`config.mk`:
```
export PLATFORM = sky130hd
export DESIGN_NAME = bytemap_rle_unpacker_top
export DESIGN_NICKNAME = d
export VERILOG_FILES = /design/src/hdl/brle_pkg.sv /design/src/hdl/brle_front.sv /design/src/hdl/brle_engine.sv /design/src/hdl/brle_rsp_q.sv /design/src/hdl/bytemap_rle_unpacker_top.sv
export SDC_FILE = /design/constraint.sdc
export NUM_CORES = 1
export LEC_CHECK = 0
export BUFFER_PORTS_ARGS = -buffer_cell sky130_fd_sc_hd__buf_4
export CAP_MARGIN = 20
export CORE_UTILIZATION = 60
export CTS_CLUSTER_DIAMETER = 150
export DETAILED_ROUTE_END_ITERATION = 8
export PLACE_DENSITY_LB_ADDON = 0.3
export SLEW_MARGIN = 30
export SYNTH_ARGS = -nofsm -noshare
export SYNTH_HDL_FRONTEND = slang
export SYNTH_SLANG_ARGS = --single-unit
```
`constraint.sdc`:
```
create_clock -name clock -period 9.25 [get_ports clock]
set_input_delay 0.925 -clock clock [delete_from_list [all_inputs] [get_ports clock]]
set_output_delay 0.925 -clock clock [all_outputs]
set_load 0.01 [all_outputs]
```
`src/hdl/brle_pkg.sv`:
```
// Package of the byte-map run-length unpacker: widths, queue sizes,
// register address and the words that pass between the modules. No dependencies.
`default_nettype none

package brle_pkg;

   localparam int BYTE_W  = 8;
   localparam int COUNT_W = 32;

   // Flag byte values at the head of a stream.
   localparam logic [BYTE_W-1:0] FLAG_STORED = 8'd0;
   localparam logic [BYTE_W-1:0] FLAG_CODED  = 8'd1;

   // Input queue between the front and the decoder (depth a power of two).
   localparam int IN_Q_DEPTH = 2;
   localparam int IN_PTR_W   = $clog2(IN_Q_DEPTH);
   localparam int IN_CNT_W   = $clog2(IN_Q_DEPTH + 1);

   // Result queue in front of the result ports (depth a power of two).
   localparam int RSP_Q_DEPTH = 4;
   localparam int RSP_PTR_W   = $clog2(RSP_Q_DEPTH);
   localparam int RSP_CNT_W   = $clog2(RSP_Q_DEPTH + 1);

   // Register port.
   localparam int CSR_ADDR_W = 2;
   localparam int CSR_DATA_W = 32;
   localparam logic [CSR_ADDR_W-1:0] CSR_ADDR_EXPECTED = 2'd0;

   // One classified input word.
   typedef struct packed {
      logic [BYTE_W-1:0] data;
      logic              last;
      logic              zero_byte;
      logic              one_byte;
   } byte_word_type;

   // One result word.
   typedef struct packed {
      logic [BYTE_W-1:0]  value;
      logic [COUNT_W-1:0] count;
      logic               step_last;
      logic               stream_done;
      logic               corrupt;
   } rsp_word_type;

endpackage

`default_nettype wire

```
`src/hdl/brle_front.sv`:
```
// Front of the unpacker: accepts input words, classifies each byte and holds
// them in a short queue for the decoder. Depends on brle_pkg.
`default_nettype none

module brle_front (
   input  wire logic                      clock,
   input  wire logic                      reset,
   input  wire logic                      push,
   output logic                           full,
   input  wire logic [brle_pkg::BYTE_W-1:0] req_in_byte,
   input  wire logic                      req_last_byte,
   output logic                           dec_valid,
   output brle_pkg::byte_word_type        dec_word,
   input  wire logic                      dec_pop
);
   import brle_pkg::*;

   byte_word_type       mem_ff [IN_Q_DEPTH];
   logic [IN_PTR_W-1:0] wr_ptr_ff, wr_ptr_in;
   logic [IN_PTR_W-1:0] rd_ptr_ff, rd_ptr_in;
   logic [IN_CNT_W-1:0] count_ff, count_in;
   logic                wr_en;
   logic                rd_en;
   byte_word_type       new_word;

   // Classify the byte on the way in.
   always_comb begin
      new_word.data      = req_in_byte;
      new_word.last      = req_last_byte;
      new_word.zero_byte = (req_in_byte == FLAG_STORED);
      new_word.one_byte  = (req_in_byte == FLAG_CODED);
   end

   assign full      = (count_ff == IN_CNT_W'(IN_Q_DEPTH));
   assign dec_valid = (count_ff != '0);
   assign dec_word  = mem_ff[rd_ptr_ff];
   assign wr_en     = push && !full;
   assign rd_en     = dec_pop && dec_valid;

   // Pointer and fill count update.
   always_comb begin
      wr_ptr_in = wr_ptr_ff;
      rd_ptr_in = rd_ptr_ff;
      count_in  = count_ff;
      if (wr_en) begin
         wr_ptr_in = wr_ptr_ff + IN_PTR_W'(1);
      end
      if (rd_en) begin
         rd_ptr_in = rd_ptr_ff + IN_PTR_W'(1);
      end
      if (wr_en && !rd_en) begin
         count_in = count_ff + IN_CNT_W'(1);
      end else if (rd_en && !wr_en) begin
         count_in = count_ff - IN_CNT_W'(1);
      end
   end

   always_ff @(posedge clock) begin
      if (reset) begin
         wr_ptr_ff <= '0;
         rd_ptr_ff <= '0;
         count_ff  <= '0;
      end else begin
         wr_ptr_ff <= wr_ptr_in;
         rd_ptr_ff <= rd_ptr_in;
         count_ff  <= count_in;
      end
   end

   // Queue storage.
   always_ff @(posedge clock) begin
      if (wr_en) begin
         mem_ff[wr_ptr_ff] <= new_word;
      end
   end

endmodule

`default_nettype wire

```
`src/hdl/brle_engine.sv`:
```
// Decoder of the unpacker: unless stalled, consumes one byte per cycle, walks
// control-byte codes one per cycle, stages result words. Depends on brle_pkg.
`default_nettype none

module brle_engine (
   input  wire logic                          clock,
   input  wire logic                          reset,
   input  wire logic [brle_pkg::COUNT_W-1:0]  expected_length,
   input  wire logic                          dec_valid,
   input  wire brle_pkg::byte_word_type       dec_word,
   output logic                               dec_pop,
   input  wire logic                          rsp_room,
   output logic                               rsp_push,
   output brle_pkg::rsp_word_type             rsp_word
);
   import brle_pkg::*;

   // Decoder phases.
   localparam logic [3:0] PH_FLAG  = 4'd0;
   localparam logic [3:0] PH_COPY  = 4'd1;
   localparam logic [3:0] PH_CTRL  = 4'd2;
   localparam logic [3:0] PH_VALUE = 4'd3;
   localparam logic [3:0] PH_LEN   = 4'd4;
   localparam logic [3:0] PH_LONG  = 4'd5;
   localparam logic [3:0] PH_LIT   = 4'd6;
   localparam logic [3:0] PH_FULL  = 4'd7;
   localparam logic [3:0] PH_DRAIN = 4'd8;

   // Two-bit codes of a control byte, and the empty pending slot.
   localparam logic [1:0] CODE_ZERO = 2'd0;
   localparam logic [1:0] CODE_PREV = 2'd1;
   localparam logic [1:0] CODE_RUN  = 2'd2;
   localparam logic [1:0] CODE_NEW  = 2'd3;
   localparam logic [2:0] NO_CODE   = 3'd4;

   localparam logic [COUNT_W-1:0] ONE_COUNT = COUNT_W'(1);

   // Stream state.
   logic [3:0]          phase_ff, phase_in;
   logic                walk_ff, walk_in;
   logic [BYTE_W-1:0]   ctl_ff, ctl_in;
   logic [2:0]          codes_left_ff, codes_left_in;
   logic [2:0]          pending_ff, pending_in;
   logic [BYTE_W-1:0]   prev_lit_ff, prev_lit_in;
   logic [BYTE_W-1:0]   run_value_ff, run_value_in;
   logic [COUNT_W-1:0]  run_acc_ff, run_acc_in;
   logic [1:0]          len_seen_ff, len_seen_in;
   logic [COUNT_W-1:0]  remain_ff, remain_in;
   logic                error_ff, error_in;
   logic                last_ff, last_in;
   logic                emitted_ff, emitted_in;

   // Staged result word and its closing tags.
   logic                stage_valid_ff, stage_valid_in;
   logic                stage_closed_ff, stage_closed_in;
   logic                stage_done_ff, stage_done_in;
   logic                stage_corrupt_ff, stage_corrupt_in;
   logic [BYTE_W-1:0]   stage_value_ff, stage_value_in;
   logic [COUNT_W-1:0]  stage_count_ff, stage_count_in;

   // Per-cycle work signals.
   logic                adv;
   logic                emit;
   logic [BYTE_W-1:0]   emit_value;
   logic [COUNT_W-1:0]  emit_count;
   logic                do_run;
   logic [COUNT_W-1:0]  run_len;
   logic [1:0]          code;
   logic [2:0]          codes_dec;
   logic                step_end;
   logic                cur_last;
   logic                stream_ok;
   logic                status_only;
   logic                new_write;

   assign code      = ctl_ff[1:0];
   assign codes_dec = codes_left_ff - 3'd1;

   // The decoder moves when it has work and the stage can be emptied if needed.
   assign adv     = (walk_ff || dec_valid) && (!stage_valid_ff || rsp_room);
   assign dec_pop = adv && !walk_ff;

   // Next stream state: one byte or one code per cycle when the decoder advances.
   always_comb begin
      phase_in      = phase_ff;
      walk_in       = walk_ff;
      ctl_in        = ctl_ff;
      codes_left_in = codes_left_ff;
      pending_in    = pending_ff;
      prev_lit_in   = prev_lit_ff;
      run_value_in  = run_value_ff;
      run_acc_in    = run_acc_ff;
      len_seen_in   = len_seen_ff;
      remain_in     = remain_ff;
      error_in      = error_ff;
      last_in       = last_ff;
      emit          = 1'b0;
      emit_value    = '0;
      emit_count    = ONE_COUNT;
      do_run        = 1'b0;
      run_len       = '0;
      stream_ok     = 1'b0;

      if (adv && walk_ff) begin
         // One step of the code walk.
         if (remain_ff == '0) begin
            phase_in = PH_FULL;
            walk_in  = 1'b0;
         end else if (codes_left_ff == '0) begin
            phase_in = PH_CTRL;
            walk_in  = 1'b0;
         end else begin
            ctl_in        = ctl_ff >> 2;
            codes_left_in = codes_dec;
            if (codes_dec == '0) begin
               // The fourth code waits for the next control byte.
               pending_in = {1'b0, code};
               phase_in   = PH_CTRL;
               walk_in    = 1'b0;
            end else begin
               case (code)
                  CODE_ZERO: begin
                     emit      = 1'b1;
                     remain_in = remain_ff - ONE_COUNT;
                  end
                  CODE_PREV: begin
                     emit       = 1'b1;
                     emit_value = prev_lit_ff;
                     remain_in  = remain_ff - ONE_COUNT;
                  end
                  CODE_NEW: begin
                     phase_in = PH_LIT;
                     walk_in  = 1'b0;
                  end
                  default: begin
                     phase_in = PH_VALUE;
                     walk_in  = 1'b0;
                  end
               endcase
            end
         end
      end else if (adv) begin
         // A byte from the input queue.
         last_in = dec_word.last;
         case (phase_ff)
            PH_FLAG: begin
               ctl_in        = '0;
               codes_left_in = '0;
               pending_in    = NO_CODE;
               prev_lit_in   = '0;
               run_value_in  = '0;
               run_acc_in    = '0;
               len_seen_in   = '0;
               error_in      = 1'b0;
               remain_in     = expected_length;
               if (dec_word.zero_byte) begin
                  phase_in = PH_COPY;
               end else if (dec_word.one_byte) begin
                  phase_in = PH_CTRL;
               end else begin
                  error_in = 1'b1;
                  phase_in = PH_DRAIN;
               end
            end
            PH_COPY: begin
               if (remain_ff == '0) begin
                  error_in = 1'b1;
                  phase_in = PH_DRAIN;
               end else begin
                  emit       = 1'b1;
                  emit_value = dec_word.data;
                  remain_in  = remain_ff - ONE_COUNT;
               end
            end
            PH_CTRL: begin
               ctl_in        = dec_word.data;
               codes_left_in = 3'd4;
               walk_in       = 1'b1;
               // A held fourth code acts before the new control byte's codes.
               if (pending_ff != NO_CODE) begin
                  pending_in = NO_CODE;
                  case (pending_ff[1:0])
                     CODE_ZERO: begin
                        emit      = 1'b1;
                        remain_in = remain_ff - ONE_COUNT;
                     end
                     CODE_PREV: begin
                        emit       = 1'b1;
                        emit_value = prev_lit_ff;
                        remain_in  = remain_ff - ONE_COUNT;
                     end
                     CODE_NEW: begin
                        phase_in = PH_LIT;
                        walk_in  = 1'b0;
                     end
                     default: begin
                        phase_in = PH_VALUE;
                        walk_in  = 1'b0;
                     end
                  endcase
               end
            end
            PH_VALUE: begin
               run_value_in = dec_word.data;
               phase_in     = PH_LEN;
            end
            PH_LEN: begin
               if (!dec_word.zero_byte) begin
                  do_run  = 1'b1;
                  run_len = {{(COUNT_W-BYTE_W){1'b0}}, dec_word.data};
               end else begin
                  run_acc_in  = '0;
                  len_seen_in = '0;
                  phase_in    = PH_LONG;
               end
            end
            PH_LONG: begin
               run_acc_in = {run_acc_ff[COUNT_W-BYTE_W-1:0], dec_word.data};
               if (len_seen_ff == 2'd3) begin
                  do_run  = 1'b1;
                  run_len = run_acc_in;
               end else begin
                  len_seen_in = len_seen_ff + 2'd1;
               end
            end
            PH_LIT: begin
               prev_lit_in = dec_word.data;
               emit        = 1'b1;
               emit_value  = dec_word.data;
               remain_in   = remain_ff - ONE_COUNT;
               walk_in     = 1'b1;
            end
            PH_FULL: begin
               error_in = 1'b1;
               phase_in = PH_DRAIN;
            end
            default: begin
            end
         endcase

         // End of a run: check it against what is still owed.
         if (do_run) begin
            if (run_len > remain_ff) begin
               error_in = 1'b1;
               phase_in = PH_DRAIN;
            end else begin
               remain_in = remain_ff - run_len;
               walk_in   = 1'b1;
               if (run_len != '0) begin
                  emit       = 1'b1;
                  emit_value = run_value_ff;
                  emit_count = run_len;
               end
            end
         end
      end

      cur_last = last_in;
      step_end = adv && !walk_in;

      // Final status, then a fresh stream after the last byte.
      stream_ok = !error_in &&
                  ((phase_in == PH_FULL) || ((phase_in == PH_COPY) && (remain_in == '0)));
      if (step_end && cur_last) begin
         phase_in      = PH_FLAG;
         ctl_in        = '0;
         codes_left_in = '0;
         pending_in    = NO_CODE;
         prev_lit_in   = '0;
         run_value_in  = '0;
         run_acc_in    = '0;
         len_seen_in   = '0;
         remain_in     = '0;
         error_in      = 1'b0;
      end
   end

   // Results of the current step so far.
   assign status_only = step_end && cur_last && !emitted_ff && !emit;
   assign new_write   = emit || status_only;

   always_comb begin
      emitted_in = emitted_ff;
      if (adv) begin
         emitted_in = step_end ? 1'b0 : (emitted_ff || emit);
      end
   end

   // The stage leaves for the result queue when closed or when displaced.
   assign rsp_push = stage_valid_ff && rsp_room && (stage_closed_ff || (adv && new_write));

   always_comb begin
      rsp_word.value       = stage_value_ff;
      rsp_word.count       = stage_count_ff;
      rsp_word.step_last   = stage_closed_ff;
      rsp_word.stream_done = stage_done_ff;
      rsp_word.corrupt     = stage_corrupt_ff;
   end

   // Stage update: a new word, a closing of the current word, or a drain.
   always_comb begin
      stage_valid_in   = stage_valid_ff;
      stage_closed_in  = stage_closed_ff;
      stage_done_in    = stage_done_ff;
      stage_corrupt_in = stage_corrupt_ff;
      stage_value_in   = stage_value_ff;
      stage_count_in   = stage_count_ff;
      if (adv && new_write) begin
         stage_valid_in   = 1'b1;
         stage_closed_in  = step_end;
         stage_done_in    = step_end && cur_last;
         stage_corrupt_in = step_end && cur_last && !stream_ok;
         stage_value_in   = status_only ? '0 : emit_value;
         stage_count_in   = status_only ? '0 : emit_count;
      end else if (adv && step_end && stage_valid_ff && !stage_closed_ff) begin
         stage_closed_in  = 1'b1;
         stage_done_in    = cur_last;
         stage_corrupt_in = cur_last && !stream_ok;
      end else if (rsp_push) begin
         stage_valid_in  = 1'b0;
         stage_closed_in = 1'b0;
      end
   end

   // Control registers.
   always_ff @(posedge clock) begin
      if (reset) begin
         phase_ff        <= PH_FLAG;
         walk_ff         <= 1'b0;
         codes_left_ff   <= '0;
         pending_ff      <= NO_CODE;
         error_ff        <= 1'b0;
         last_ff         <= 1'b0;
         emitted_ff      <= 1'b0;
         stage_valid_ff  <= 1'b0;
         stage_closed_ff <= 1'b0;
      end else begin
         phase_ff        <= phase_in;
         walk_ff         <= walk_in;
         codes_left_ff   <= codes_left_in;
         pending_ff      <= pending_in;
         error_ff        <= error_in;
         last_ff         <= last_in;
         emitted_ff      <= emitted_in;
         stage_valid_ff  <= stage_valid_in;
         stage_closed_ff <= stage_closed_in;
      end
   end

   // Data registers.
   always_ff @(posedge clock) begin
      ctl_ff           <= ctl_in;
      prev_lit_ff      <= prev_lit_in;
      run_value_ff     <= run_value_in;
      run_acc_ff       <= run_acc_in;
      len_seen_ff      <= len_seen_in;
      remain_ff        <= remain_in;
      stage_done_ff    <= stage_done_in;
      stage_corrupt_ff <= stage_corrupt_in;
      stage_value_ff   <= stage_value_in;
      stage_count_ff   <= stage_count_in;
   end

endmodule

`default_nettype wire

```
`src/hdl/brle_rsp_q.sv`:
```
// Result queue of the unpacker: holds result words and presents the oldest
// one on the result ports. Depends on brle_pkg.
`default_nettype none

module brle_rsp_q (
   input  wire logic                           clock,
   input  wire logic                           reset,
   input  wire logic                           wr_push,
   input  wire brle_pkg::rsp_word_type         wr_word,
   output logic                                wr_room,
   output logic                                empty,
   input  wire logic                           pop,
   output logic [brle_pkg::BYTE_W-1:0]         rsp_out_value,
   output logic [brle_pkg::COUNT_W-1:0]        rsp_repeat_count,
   output logic                                rsp_step_last,
   output logic                                rsp_stream_done,
   output logic                                rsp_corrupt
);
   import brle_pkg::*;

   rsp_word_type         mem_ff [RSP_Q_DEPTH];
   logic [RSP_PTR_W-1:0] wr_ptr_ff, wr_ptr_in;
   logic [RSP_PTR_W-1:0] rd_ptr_ff, rd_ptr_in;
   logic [RSP_CNT_W-1:0] count_ff, count_in;
   logic                 wr_en;
   logic                 rd_en;
   rsp_word_type         head;

   assign wr_room = (count_ff != RSP_CNT_W'(RSP_Q_DEPTH));
   assign empty   = (count_ff == '0);
   assign wr_en   = wr_push && wr_room;
   assign rd_en   = pop && !empty;
   assign head    = mem_ff[rd_ptr_ff];

   assign rsp_out_value    = head.value;
   assign rsp_repeat_count = head.count;
   assign rsp_step_last    = head.step_last;
   assign rsp_stream_done  = head.stream_done;
   assign rsp_corrupt      = head.corrupt;

   // Pointer and fill count update.
   always_comb begin
      wr_ptr_in = wr_ptr_ff;
      rd_ptr_in = rd_ptr_ff;
      count_in  = count_ff;
      if (wr_en) begin
         wr_ptr_in = wr_ptr_ff + RSP_PTR_W'(1);
      end
      if (rd_en) begin
         rd_ptr_in = rd_ptr_ff + RSP_PTR_W'(1);
      end
      if (wr_en && !rd_en) begin
         count_in = count_ff + RSP_CNT_W'(1);
      end else if (rd_en && !wr_en) begin
         count_in = count_ff - RSP_CNT_W'(1);
      end
   end

   always_ff @(posedge clock) begin
      if (reset) begin
         wr_ptr_ff <= '0;
         rd_ptr_ff <= '0;
         count_ff  <= '0;
      end else begin
         wr_ptr_ff <= wr_ptr_in;
         rd_ptr_ff <= rd_ptr_in;
         count_ff  <= count_in;
      end
   end

   // Queue storage.
   always_ff @(posedge clock) begin
      if (wr_en) begin
         mem_ff[wr_ptr_ff] <= wr_word;
      end
   end

endmodule

`default_nettype wire

```
`src/hdl/bytemap_rle_unpacker_top.sv`:
```
// Top level of the byte-map run-length unpacker: register port, front queue,
// decoder and result queue. Depends on brle_pkg, brle_front, brle_engine, brle_rsp_q.
//
//   Channel   Handshake              Payload
//   input     push / full            req_in_byte, req_last_byte
//   result    empty / pop            rsp_out_value, rsp_repeat_count, rsp_step_last,
//                                    rsp_stream_done, rsp_corrupt
//   register  psel, penable, pwrite  paddr, pwdata, prdata (expected_length at 0)
//
// The decoder consumes a data, flag, value or length byte by itself. A control byte
// or a literal or run that resumes the code walk is followed by one walk step for
// each code walked; the code walker in the decoder emits at most one result word
// per cycle.
// Reset is synchronous and empties both queues; no clearing pass is needed.
// A full result queue stalls the decoder, which in turn fills the input queue.
`default_nettype none

module bytemap_rle_unpacker_top (
   input  wire logic                               clock,
   input  wire logic                               reset,
   input  wire logic                               push,
   output logic                                    full,
   input  wire logic [brle_pkg::BYTE_W-1:0]        req_in_byte,
   input  wire logic                               req_last_byte,
   output logic                                    empty,
   input  wire logic                               pop,
   output logic [brle_pkg::BYTE_W-1:0]             rsp_out_value,
   output logic [brle_pkg::COUNT_W-1:0]            rsp_repeat_count,
   output logic                                    rsp_step_last,
   output logic                                    rsp_stream_done,
   output logic                                    rsp_corrupt,
   input  wire logic                               psel,
   input  wire logic                               penable,
   input  wire logic                               pwrite,
   input  wire logic [brle_pkg::CSR_ADDR_W-1:0]    paddr,
   input  wire logic [brle_pkg::CSR_DATA_W-1:0]    pwdata,
   output logic [brle_pkg::CSR_DATA_W-1:0]         prdata,
   output logic                                    pready
);
   import brle_pkg::*;

   logic [COUNT_W-1:0] expected_ff, expected_in;
   logic               csr_write;
   logic               dec_valid;
   byte_word_type      dec_word;
   logic               dec_pop;
   logic               rsp_room;
   logic               rsp_push;
   rsp_word_type       rsp_word;

   // Register port: always ready, one register.
   assign pready    = 1'b1;
   assign csr_write = psel && penable && pwrite && pready && (paddr == CSR_ADDR_EXPECTED);
   assign prdata    = (paddr == CSR_ADDR_EXPECTED) ? expected_ff : '0;

   always_comb begin
      expected_in = expected_ff;
      if (csr_write) begin
         expected_in = pwdata;
      end
   end

   always_ff @(posedge clock) begin
      if (reset) begin
         expected_ff <= '0;
      end else begin
         expected_ff <= expected_in;
      end
   end

   // Input side.
   brle_front u_front (
      .clock         (clock),
      .reset         (reset),
      .push          (push),
      .full          (full),
      .req_in_byte   (req_in_byte),
      .req_last_byte (req_last_byte),
      .dec_valid     (dec_valid),
      .dec_word      (dec_word),
      .dec_pop       (dec_pop)
   );

   // Decoder.
   brle_engine u_engine (
      .clock           (clock),
      .reset           (reset),
      .expected_length (expected_ff),
      .dec_valid       (dec_valid),
      .dec_word        (dec_word),
      .dec_pop         (dec_pop),
      .rsp_room        (rsp_room),
      .rsp_push        (rsp_push),
      .rsp_word        (rsp_word)
   );

   // Result side.
   brle_rsp_q u_rsp_q (
      .clock            (clock),
      .reset            (reset),
      .wr_push          (rsp_push),
      .wr_word          (rsp_word),
      .wr_room          (rsp_room),
      .empty            (empty),
      .pop              (pop),
      .rsp_out_value    (rsp_out_value),
      .rsp_repeat_count (rsp_repeat_count),
      .rsp_step_last    (rsp_step_last),
      .rsp_stream_done  (rsp_stream_done),
      .rsp_corrupt      (rsp_corrupt)
   );

endmodule

`default_nettype wire

```
==> results.sh <==
export IMPL_outcome="complete, but fails checks"
export IMPL_violations="design-rule violations"
export IMPL_clk_path_buf_depth=3
export IMPL_r2r_cells=21
export IMPL_yosysTopAreaCellShare_pct=37.3
export IMPL_initial_utilization_pct=61.5
export IMPL_hpwl_um=34200
export IMPL_ir_drop_mv=0.186
export IMPL_synth_compound_area_share_pct=15.3
export IMPL_coreArea_um2=30900
export IMPL_cts_buffers=38
export IMPL_crit_buf_inv=2
export IMPL_setup_viol=0
export IMPL_synth_cells=1808
export IMPL_wire_per_inst_um=21.9
export IMPL_die_y_um=180
export IMPL_slowest_stage="dfxtp_1"
export IMPL_synth_cell_types=83
export IMPL_die_w_um=180
export IMPL_cpPeakStageDelay_ns=0.67
export IMPL_holdBufCountCts=0
export IMPL_slew_violations=0
export IMPL_cts_resized=0
export IMPL_seq_area_frac_synth_pct=52.5
export IMPL_critPathMaxFanout=43
export IMPL_drive_gt1_share_pct=15.4
export IMPL_drc=10
export IMPL_async_flop_share_pct=0
export IMPL_path_cells="mux2_2 > o21ai_0 > and2_1 > nand2_1 > fa_1 > a211oi_1 > o21ai_0 > o211ai_1 > a21bo_2 > a31oi_1 > o31ai_1 > nand2_1 > o21bai_4 > buf_4 > o211a_1 > ha_1 > inv_1 > fa_1 > xor2_1 > or3_1 > a21oi_1"
export IMPL_synth_top_family_by_area="simple AND/OR/NAND/NOR gates"
export IMPL_vias_per_cell=6.55
export IMPL_dr_pass1_iters=8
export IMPL_finalCritPeriodShare_pct=78.4
export IMPL_grt_usage_pct=31.2
export IMPL_min_from="u_engine.ctl_ff[6]$_SDFFE_PP0P_"
export IMPL_synthFlopType="edfxtp_1"
export IMPL_synthXorXnorAreaFrac_pct=1.75
export IMPL_nets=1978
export IMPL_leakage_uw=0.00775
export IMPL_hp_class="reg -> reg"
export IMPL_setup_tns_ns=0
export IMPL_wl_um=50400
export IMPL_root_buffer="clkbuf_16"
export IMPL_maxSlewHeadroom_pct=31.5
export IMPL_gr_total_overflow=0
export IMPL_yosys_area_share_adder_pct=3.11
export IMPL_power_uw=8250
export IMPL_synth_area_leaders="edfxtp_1 (37%), dfxtp_1 (15%), mux4_2 (5.1%)"
export IMPL_worstMarginPinSlew_ns=1.02
export IMPL_syn_area_um2=19000
export IMPL_io_buffers=126
export IMPL_holdPathEnd="u_engine.ctl_ff[6]$_SDFFE_PP0P_"
export IMPL_drtIter0Drc=2151
export IMPL_syn2layout_area_growth_pct=13.0
export IMPL_start_kind="flip-flop"
export IMPL_finalHoldViolations=0
export IMPL_reg2reg_slack_ns=2.00
export IMPL_min_period_ns=7.25
export IMPL_critPathArrivalTime_ns=7.73
export IMPL_synth_edf_count=236
export IMPL_synth_most_common_cell="edfxtp_1"
export IMPL_syn_area_per_cell_um2=10.5
export IMPL_grt_setup_unrepaired="no"
export IMPL_antenna_found_initial=0
export IMPL_io_pins=128
export IMPL_synth_nets=1904
export IMPL_vias=15121
export IMPL_synthSimpleGateAreaFrac_pct=18.2
export IMPL_first_global_vias=14301
export IMPL_crit_family="compound AO/OA/AOI/OAI gates"
export IMPL_cts_sinks=380
export IMPL_final_setup_skew_ns=0.0192
export IMPL_grt_start_max_net_pins=53
export IMPL_num_rows=64
export IMPL_path_class="reg -> reg"
export IMPL_ys_warn_count=0
export IMPL_clk_latency_ns=0.54
export IMPL_dieArea_um2=32400
export IMPL_rr_endpoint="u_rsp_q.count_ff[2]$_SDFFE_PP0P_"
export IMPL_cp_required_ns=9.73
export IMPL_critPathCaptureType="flip-flop"
export IMPL_cts_tree="done"
export IMPL_muxShareOfSynthArea_pct=6.17
export IMPL_num_antenna_cells=0
export IMPL_globalplace_congestion=0.969
export IMPL_hold_depth=2
export IMPL_cts_setup_buffers=0
export IMPL_yosys_top_cells_count="edfxtp_1 (236), nand2_1 (226), dfxtp_1 (144)"
export IMPL_htreeDepth=2
export IMPL_clk_pin_slew_ns=0.07
export IMPL_powerDensity_nw_per_um2=384
export IMPL_max_cap_violations=0
export IMPL_synth_ff_latch_count=380
export IMPL_drtAntennaViolNets=0
export IMPL_grt_pass1_wl_um=80300
export IMPL_synth_top_area_cell="edfxtp_1"
export IMPL_clock_fmax_ghz=0.138
==> report_power, final <==
| group | switching (uW) | internal [uW] | total, uW |
|---|---|---|---|
| combinational | 2670 | 1480 | 4150 |
| clock | 652 | 907 | 1560 |
| sequential | 330 | 2210 | 2540 |
| total | 3650 | 4600 | 8250 |
==> metal layers <==
metal / part of all wire [%] / track usage [%] / routed length, um / vias up
li1: - / - / - / 6908
met1: 42 / 43.8 / 21200 / 7187
met2: 46 / 49.8 / 23200 / 883
met3: 8.7 / 4.44 / 4380 / 143
met4: 3.5 / 11.3 / 1750 / 0
met5: 0 / 0 / 0 / -
==> cells by family after synthesis <==
group,after synthesis
xor+xnor,38
other cells,1
mux,62
fa+ha+maj,46
compound gates,445
flops,380
simple gates,700
buf+inv,136
==> area by class of cell <==
cell class | instances | area [um2]
multi-input combinational | 1292 | 8530
timing repair buffer | 148 | 1120
sequential | 380 | 9970
clock inverter | 15 | 219
tap | 396 | 495
clock buffer | 55 | 1040
fill | 2266 | 9440
inverter | 22 | 82.6
==> sequential cells by signal (all words and copies together) (netlist names), 2 cells and up, named ones only <==
signal and count:
u_engine.codes_left_ff 3, u_engine.pending_ff 3, u_rsp_q.wr_ptr_ff 2, u_engine.ctl_ff 8
u_engine.stage_count_ff 32, expected_ff 32, u_engine.stage_value_ff 8, u_rsp_q.mem_ff 172
u_front.mem_ff 22, u_engine.remain_ff 32, u_engine.prev_lit_ff 8, u_engine.phase_ff 4
u_engine.len_seen_ff 2, u_engine.run_acc_ff 24, u_front.count_ff 2, u_engine.run_value_ff 8
u_rsp_q.count_ff 3, u_rsp_q.rd_ptr_ff 2
==> worst register-to-register path, delay by kind of cell, from the launching register on <==
kind	cells	cell delay, ns
AO/OA/AOI/OAI	10	2.71
AND/OR/NAND/NOR	4	1.53
adder cells (fa/ha/maj)	3	1.13
flip-flops	1	0.67
buffers and inverters	2	0.55
multiplexers	1	0.42
XOR/XNOR	1	0.17
==> how the worst max path moves through the flow <==
stage | slack (ns) | end | depth (start not counted)
floorplan | 1.81 | u_rsp_q.mem_ff[0][0]$_DFFE_PP_ | 17
global placement | 2.41 | u_rsp_q.mem_ff[1][30]$_DFFE_PP_ | 16
detailed placement | 2.14 | u_rsp_q.count_ff[2]$_SDFFE_PP0P_ | 21
CTS | 2.09 | u_rsp_q.count_ff[2]$_SDFFE_PP0P_ | 21
global route | 1.53 | u_rsp_q.count_ff[2]$_SDFFE_PP0P_ | 21
finish | 2.00 | u_rsp_q.count_ff[2]$_SDFFE_PP0P_ | 21
==> placed cells by master, fill, tap and decap left out, drive strengths merged, types with 17 or more instances in the layout <==
cell      n
ha       44
a22oi    38
o21ai    95
nand2b   24
and2     96
nor2    130
a211oi   18
buf     148
and3     24
xor2     21
nor3     63
edfxtp  236
xnor2    17
inv      22
a21oi   142
nor4     27
mux4     43
clkbuf   55
nand3    47
nand2   226
dfxtp   144
==> metrics by stage <==
step                util, %  setup slack (ns)  instances  hold WS, ns  cell area (um2)
finish                 69.5              2.00       2308        0.453            21500
detailed placement     65.3              2.14       2237        0.444            20200
floorplan                 -              1.81       1808        0.432            19000
CTS                    69.4              2.09       2307        0.453            21400
global placement       65.2              2.41       2237        0.439            20200
global route           69.5              1.53       2308        0.477            21500
No activity file was read; power rests on OpenSTA's default activity.
